`config.mk`:
```
export PLATFORM = sky130hd
export DESIGN_NAME = sos_front_flat
export DESIGN_NICKNAME = d
export VERILOG_FILES = /design/src/rtl/sos_pkg.sv /design/src/rtl/sos_if.sv /design/src/rtl/sos_front.sv /design/src/flat_wrapper.sv
export SDC_FILE = /design/constraint.sdc
export NUM_CORES = 1
export LEC_CHECK = 0
export ABC_AREA = 1
export BUFFER_PORTS_ARGS = -buffer_cell sky130_fd_sc_hd__buf_2
export CAP_MARGIN = 20
export CORE_ASPECT_RATIO = 0.5
export CORE_MARGIN = 4
export CORE_UTILIZATION = 52
export CTS_CLUSTER_SIZE = 8
export DETAILED_ROUTE_END_ITERATION = 16
export PLACE_DENSITY = 0.83
export SETUP_SLACK_MARGIN = 0.4
export SLEW_MARGIN = 5
export SYNTH_ARGS = -nofsm -noshare
export SYNTH_HDL_FRONTEND = slang
export SYNTH_SLANG_ARGS = --single-unit
```
`constraint.sdc`:
```
create_clock -name i_clk -period 3.5 [get_ports i_clk]
set_clock_uncertainty 0.1 [all_clocks]
set_input_delay 0 -clock i_clk [delete_from_list [all_inputs] [get_ports i_clk]]
set_output_delay 0 -clock i_clk [all_outputs]
set_load 0.01 [all_outputs]
```
`src/rtl/sos_pkg.sv`:
```
package sos_pkg;

    // Field widths fixed by the request and response formats.
    localparam int unsigned VALUE_W  = 32;
    localparam int unsigned STATUS_W = 3;
    localparam int unsigned POS_W    = 9;

    // Operation carried by a request.
    typedef enum logic {
        OP_INSERT = 1'b0,
        OP_SEARCH = 1'b1
    } t_op;

    // Response status codes.
    typedef enum logic [STATUS_W-1:0] {
        ST_INSERTED  = 3'd0,
        ST_DUPLICATE = 3'd1,
        ST_FULL      = 3'd2,
        ST_FOUND     = 3'd3,
        ST_NOT_FOUND = 3'd4,
        ST_EMPTY     = 3'd5
    } t_status;

    // Classified request passed from the front end to the engine.
    typedef struct packed {
        t_op                        op;
        logic                       odd;
        logic signed [VALUE_W-1:0]  value;
    } t_cmd;

endpackage

```
`src/rtl/sos_if.sv`:
```
// Request channel: operation kind and value.
interface sos_req_if;
    logic                                valid;
    logic                                ready;
    logic                                kind;
    logic signed [sos_pkg::VALUE_W-1:0]  value;

    modport source (output valid, output kind, output value, input ready);
    modport sink   (input valid, input kind, input value, output ready);
endinterface


```
`src/rtl/sos_front.sv`:
```
module sos_front (
    input  logic               i_clk,
    input  logic               i_rst_n,
    sos_req_if.sink            i_req,
    output logic               o_cmd_valid,
    input  logic               i_cmd_ready,
    output sos_pkg::t_cmd      o_cmd
);

    localparam int unsigned QUEUE_DEPTH = 2;

    sos_pkg::t_cmd  r_q [QUEUE_DEPTH];
    logic           r_wr_ptr;
    logic           r_rd_ptr;
    logic [1:0]     r_fill;

    sos_pkg::t_cmd  w_cmd;
    logic           w_push;
    logic           w_pop;

    // Classify the incoming request by operation and parity.
    always_comb begin
        w_cmd.op    = sos_pkg::t_op'(i_req.kind);
        w_cmd.odd   = i_req.value[0];
        w_cmd.value = i_req.value;
    end

    assign i_req.ready = (r_fill != 2'(QUEUE_DEPTH));
    assign w_push      = i_req.valid && i_req.ready;
    assign o_cmd_valid = (r_fill != 2'd0);
    assign w_pop       = o_cmd_valid && i_cmd_ready;
    assign o_cmd       = r_q[r_rd_ptr];

    // Queue storage; payload needs no reset.
    always_ff @(posedge i_clk) begin
        if (w_push) begin
            r_q[r_wr_ptr] <= w_cmd;
        end
    end

    // Queue pointers and fill level.
    always_ff @(posedge i_clk) begin
        if (!i_rst_n) begin
            r_wr_ptr <= 1'b0;
            r_rd_ptr <= 1'b0;
            r_fill   <= 2'd0;
        end else begin
            if (w_push) begin
                r_wr_ptr <= ~r_wr_ptr;
            end
            if (w_pop) begin
                r_rd_ptr <= ~r_rd_ptr;
            end
            case ({w_push, w_pop})
                2'b10:   r_fill <= r_fill + 2'd1;
                2'b01:   r_fill <= r_fill - 2'd1;
                default: r_fill <= r_fill;
            endcase
        end
    end

endmodule

```
`src/flat_wrapper.sv`:
```
// flat-port wrapper written by rule: the top's interface ports become plain ports
module sos_front_flat 
  (i_clk, i_rst_n, o_cmd_valid, i_cmd_ready, o_cmd, i_req_valid, i_req_kind, i_req_value, i_req_ready);
  sos_req_if i_req_i ();
  input  logic i_clk;
  input  logic i_rst_n;
  output logic o_cmd_valid;
  input  logic i_cmd_ready;
  output sos_pkg::t_cmd o_cmd;
  input wire logic [$bits(i_req_i.valid)-1:0] i_req_valid;
  input wire logic [$bits(i_req_i.kind)-1:0] i_req_kind;
  input wire logic [$bits(i_req_i.value)-1:0] i_req_value;
  output wire logic [$bits(i_req_i.ready)-1:0] i_req_ready;
  assign i_req_i.valid = i_req_valid;
  assign i_req_i.kind = i_req_kind;
  assign i_req_i.value = i_req_value;
  assign i_req_ready = i_req_i.ready;
  sos_front u_core (.i_clk(i_clk), .i_rst_n(i_rst_n), .i_req(i_req_i), .o_cmd_valid(o_cmd_valid), .i_cmd_ready(i_cmd_ready), .o_cmd(o_cmd));
endmodule
```
* Word-level counts from Yosys, hierarchy flattened
Memory sizes are Yosys's and may differ from the RTL's. A register that Yosys moved wholly into a read port is not among the register bits.
Index checks and enable logic that the tools add are counted.
** Word-level totals
- Register bits after elaboration :: 4
- Memory bits (writable) :: 68
- Bits of input ports :: 37
- Output and inout port bits :: 36
- Logic and storage cells :: 20
- Memories :: 1
** Memories
- u_core.r_q :: depth 2, bits a word 34, read ports 1, clocked after memory_dff 1, write ports 1, RTL line sos_front.sv:12 : sos_pkg::t_cmd r_q [QUEUE_DEPTH];
** Operators by class
- $add $sub $neg :: 2
- Equality and inequality tests :: 3
- Muxes and demuxes :: 5
- Bitwise gates (word level) :: 2
- Reduce and logical (&&, ||, !) cells :: 4
** Operators with widths (count)
- $mux 1 :: 4
- $pmux 2 s2 :: 1
- $reduce_bool 2->1 :: 2
- $add 2x1->2 const B :: 1
- $eq 2x1->1 const B :: 1
- $eq 2x2->1 const B :: 1
- $logic_and 1x1->1 :: 2
- $ne 2x2->1 const B :: 1
- $not 1->1 :: 2
- $sub 2x1->2 const B :: 1

* Logic depth before layout (Yosys ltp)
- Word-level depth :: 4
- Mapped depth :: 9
- Depth with buffers taken out :: 9

* Worst setup path after synthesis
Ideal clock, no wire load.
- Path type :: reg-to-reg
- Start :: register u_core.r_fill[0]
- End :: memory u_core.r_q[0][10] (netlist name) (enable)
- Library setup time :: 0.423 ns
- Arrival :: 2.048 ns
- Data required time :: 2.977 ns
- Path slack :: 0.929 ns
- Cell stages (with the launch flop) :: 5
- Path buffers :: 0
- Period minus slack after synthesis :: 2.571 ns
- Cells stage by stage :: dfxtp_1 inv_2 nand2_1 nand2_2 nor2_1
** On the way
- Longest elaborated chain between the ends :: 4
** RTL lines
- start: declaration :: RTL line sos_front.sv:15 : logic [1:0] r_fill;
- start signal: assignment :: RTL line sos_front.sv:55 : 2'b10: r_fill <= r_fill + 2'd1;
- start signal: assignment :: RTL line sos_front.sv:56 : 2'b01: r_fill <= r_fill - 2'd1;
- start signal: assignment :: RTL line sos_front.sv:57 : default: r_fill <= r_fill;
- $ne 2x2->1 :: RTL line sos_front.sv:28 : assign i_req.ready = (r_fill != 2'(QUEUE_DEPTH));
- named net i_req_ready :: RTL line flat_wrapper.sv:13 : output wire logic [$bits(i_req_i.ready)-1:0] i_req_ready;
- $logic_and 1x1->1 :: RTL line sos_front.sv:29 : assign w_push = i_req.valid && i_req.ready;
- $mux 1 :: RTL line sos_front.sv:36 : if (w_push) begin
- $mux 1 (not written as such) :: RTL line sos_front.sv:37 : r_q[r_wr_ptr] <= w_cmd;
- end: declaration :: RTL line sos_front.sv:12
The timed path passes the listed nets, and every way through them passes these cells.

* Final worst setup path
- Start :: register u_core.r_fill[0]
- End :: memory u_core.r_q[1][1] (netlist name) (enable)
** On the way
- Longest elaborated chain between the ends :: 4
** RTL lines (RTL line)
- $ne 2x2->1 :: sos_front.sv:28
- $logic_and 1x1->1 :: sos_front.sv:29
- $mux 1 :: sos_front.sv:36
- $mux 1 (not written as such) :: sos_front.sv:37
No other way between the ends.

==> flow_metrics.tcl <==
set metrics [dict create \
    design.die.area_sq_mm 0.00666 \
    layout.nets 293 \
    place_inst 277 \
    grt.overflow.total 0 \
    setup_viol 0 \
    ant_nets 0 \
    max_freq_mhz 507 \
    slew-limit-headroom_pct 35.6 \
    cts-buffers-inserted 9 \
    num_rows 18 \
    tightest_slew_ps 964 \
    crit_type "reg2reg" \
    grt_max_degree 35 \
    cts_setup_buffers 0 \
    cts_tree "done" \
    antenna_found_initial 0 \
    grt_pass1_wl_um 9190 \
    via_count 1644 \
    initial_core_util_pct 55.2 \
    cts_root_buffer "clkbuf_8" \
    worstHoldPathType "in2reg" \
    ctsHoldBuffers 36 \
    p_total_w 0.00240 \
    synth_area_per_cell_sq_um 19.9 \
    drtIter0Drc 75 \
    synth_top_area_cell "edfxtp_1" \
    yosysWarnings 0 \
    cp_cell_sequence "inv_2, nand2_1, nand2_2, nor2_4" \
    finalCritPeriodShare_pct 56.3 \
    die_h_um 59.8 \
    dp_hpwl_um 3180 \
    postCtsResizedCells 0 \
    mappedNetlistNets 178 \
    cp.required_ps 3360 \
    synth-edff-count 66 \
    end_kind "register" \
    wl_per_cell_um 18.3 \
    die_x_um 112 \
    synth_area_leaders "edfxtp_1 71%, mux2_4 16%, dfxtp_1 3.6%" \
    n_fill_cell 295 \
    drv_cap 0 \
    ys_seq_elements 71 \
    grtUsageTotal_pct 19.3 \
    crit_slowest_cell "nor2_4" \
    drv_slew 0 \
    cp_data_arrival_time_ps 1830 \
    vdd_drop_max_uv 385 \
    regArea_sq_mm 0.00208 \
    critical_path.max_fanout 34 \
    port_buffers 72 \
    n_antenna_cell 0 \
    yosys-top-cells-count "66 x edfxtp_1, 30 x mux2_4, 9 x nand2_1, 9 x nor2_1, 5 x dfxtp_1" \
    clock_latency_ps 340 \
    ys_types 19 \
    fin_cells 330 \
    clk_pin_slew_ps 80 \
    cts_sinks 71 \
    core_region_area_sq_mm 0.00504 \
    worstSetupStartpointType "register" \
    dr.pass1.iters 4 \
    hold_violations 0 \
    drive_gt1_share_pct 48.1 \
    rsz0062_at_grt "false" \
    first_global_vias 1764 \
    via_per_inst 4.98 \
    cts_buffer_depth 2 \
    wirelength_um 6030 \
    fin_crit_ps 1970 \
    synthArstFlopShare_pct 0 \
    io_pins 73 \
    ys_seq_area_share_pct 74.8 \
    cp_slowest_stage_delay_ps 750 \
    gp_congestion 0.679 \
    p_per_area_mw_per_mm2 634 \
    syn_to_final_growth_pct 35.8 \
    synth-main-ff-cell "edfxtp_1" \
    multi_input_area_sq_um 618 \
    htreeDepth 3 \
    post-synth-top-area-fraction_pct 71.2 \
    synth_most_common_cell "edfxtp_1" \
    netlist_area_sq_mm 0.00279 \
    outcome "complete, no violations" \
    tns_ps 0 \
    drc_errors 0 \
    leakage_nw 1.52 \
    syn_inst 140 \
]
-- metal layers --
layer / part of all wire, % / routed length [um] / GRT usage (%) / vias up
met3: 5.9 / 354 / 8.49 / 10
met1: 38 / 2300 / 20.5 / 811
met4: 1.1 / 64 / 4.68 / 0
met5: 0 / 0 / 0 / -
met2: 55 / 3320 / 36.3 / 67
li1: - / - / - / 756
-- registers in the layout (all words and copies together) (netlist names), named ones only --
| register | cells |
|---|---|
| u_core.r_q | 66 |
| u_core.r_fill | 2 |
| u_core.r_rd_ptr | 1 |
| u_core.r_wr_ptr | 1 |
-- cell usage in the layout (no fill, tap or decap), types with 2 or more instances in the layout --
cell type	synthesis	final
buf_2	0	72
bufinv_16	0	3
clkbuf_8	0	9
clkinv_1	0	2
dfxtp_1	5	4
dlygate4sd3_1	0	36
edfxtp_1	66	66
inv_1	4	4
mux2_2	3	3
mux2_4	30	30
nand2_1	9	9
nor2_1	9	8
nor2_4	0	2
-- worst max-delay path: cells and delay by family, from the launching register on --
| kind | cells | cell delay [ps] |
|---|---|---|
| and+or+nand+nor | 3 | 970 |
| DFF | 1 | 410 |
| buffers and inverters | 1 | 90 |
-- power by group --
part | switching (W) | total, W | internal [W] | leakage (nW)
combinational | 0.000265 | 0.000534 | 0.000269 | 0.747
sequential | 0.0000444 | 0.00109 | 0.00104 | 0.659
clock | 0.000309 | 0.000777 | 0.000469 | 0.118
total | 0.000618 | 0.00240 | 0.00178 | 1.52
-- final cells by class --
class,count,area share (%)
flip-flops and latches,71,55.1
repair buffers,109,19.6
multi-input cells,59,16.3
clock buffers,9,3.27
clock inverters,7,2.94
well taps,70,2.31
inverters,5,0.496
-- through the flow --
stage	worst slack (ps)	util [%]	instance area, sq um	hold slack (ps)
floorplan	929	-	2790	-1.13
global placement	1660	62.8	3170	89.1
detailed placement	1530	62.8	3170	91.7
CTS	1400	74.6	3760	91.9
global route	1400	75.0	3780	102
finish	1530	75.0	3780	108
-- worst paths after layout --
| kind | startpoint | to | slack [ps] | cells past startpoint |
|---|---|---|---|---|
| min reg2reg | u_core.r_rd_ptr | register | 410 | 2 |
| min | i_req_valid | u_core.r_fill[0] | 110 | 4 |
| max | u_core.r_fill[0] | u_core.r_q[1][1] | 1530 | 4 |
| max reg2reg | u_core.r_fill[0] | u_core.r_q[1][1] | 1530 | 4 |
-- cell families (layout without fill, tap and decap cells) --
family | Yosys count | count (layout) | synth area share [%]
DFF | 71 | 71 | 74.8
muxes | 33 | 33 | 17.4
and+or+nand+nor | 22 | 22 | 3.28
buffers and inverters | 10 | 130 | 3.50
AOI/OAI and AO/OA | 3 | 3 | 0.629
adders and majority gates | 1 | 1 | 0.449
Power figures use the tool's default switching activity.
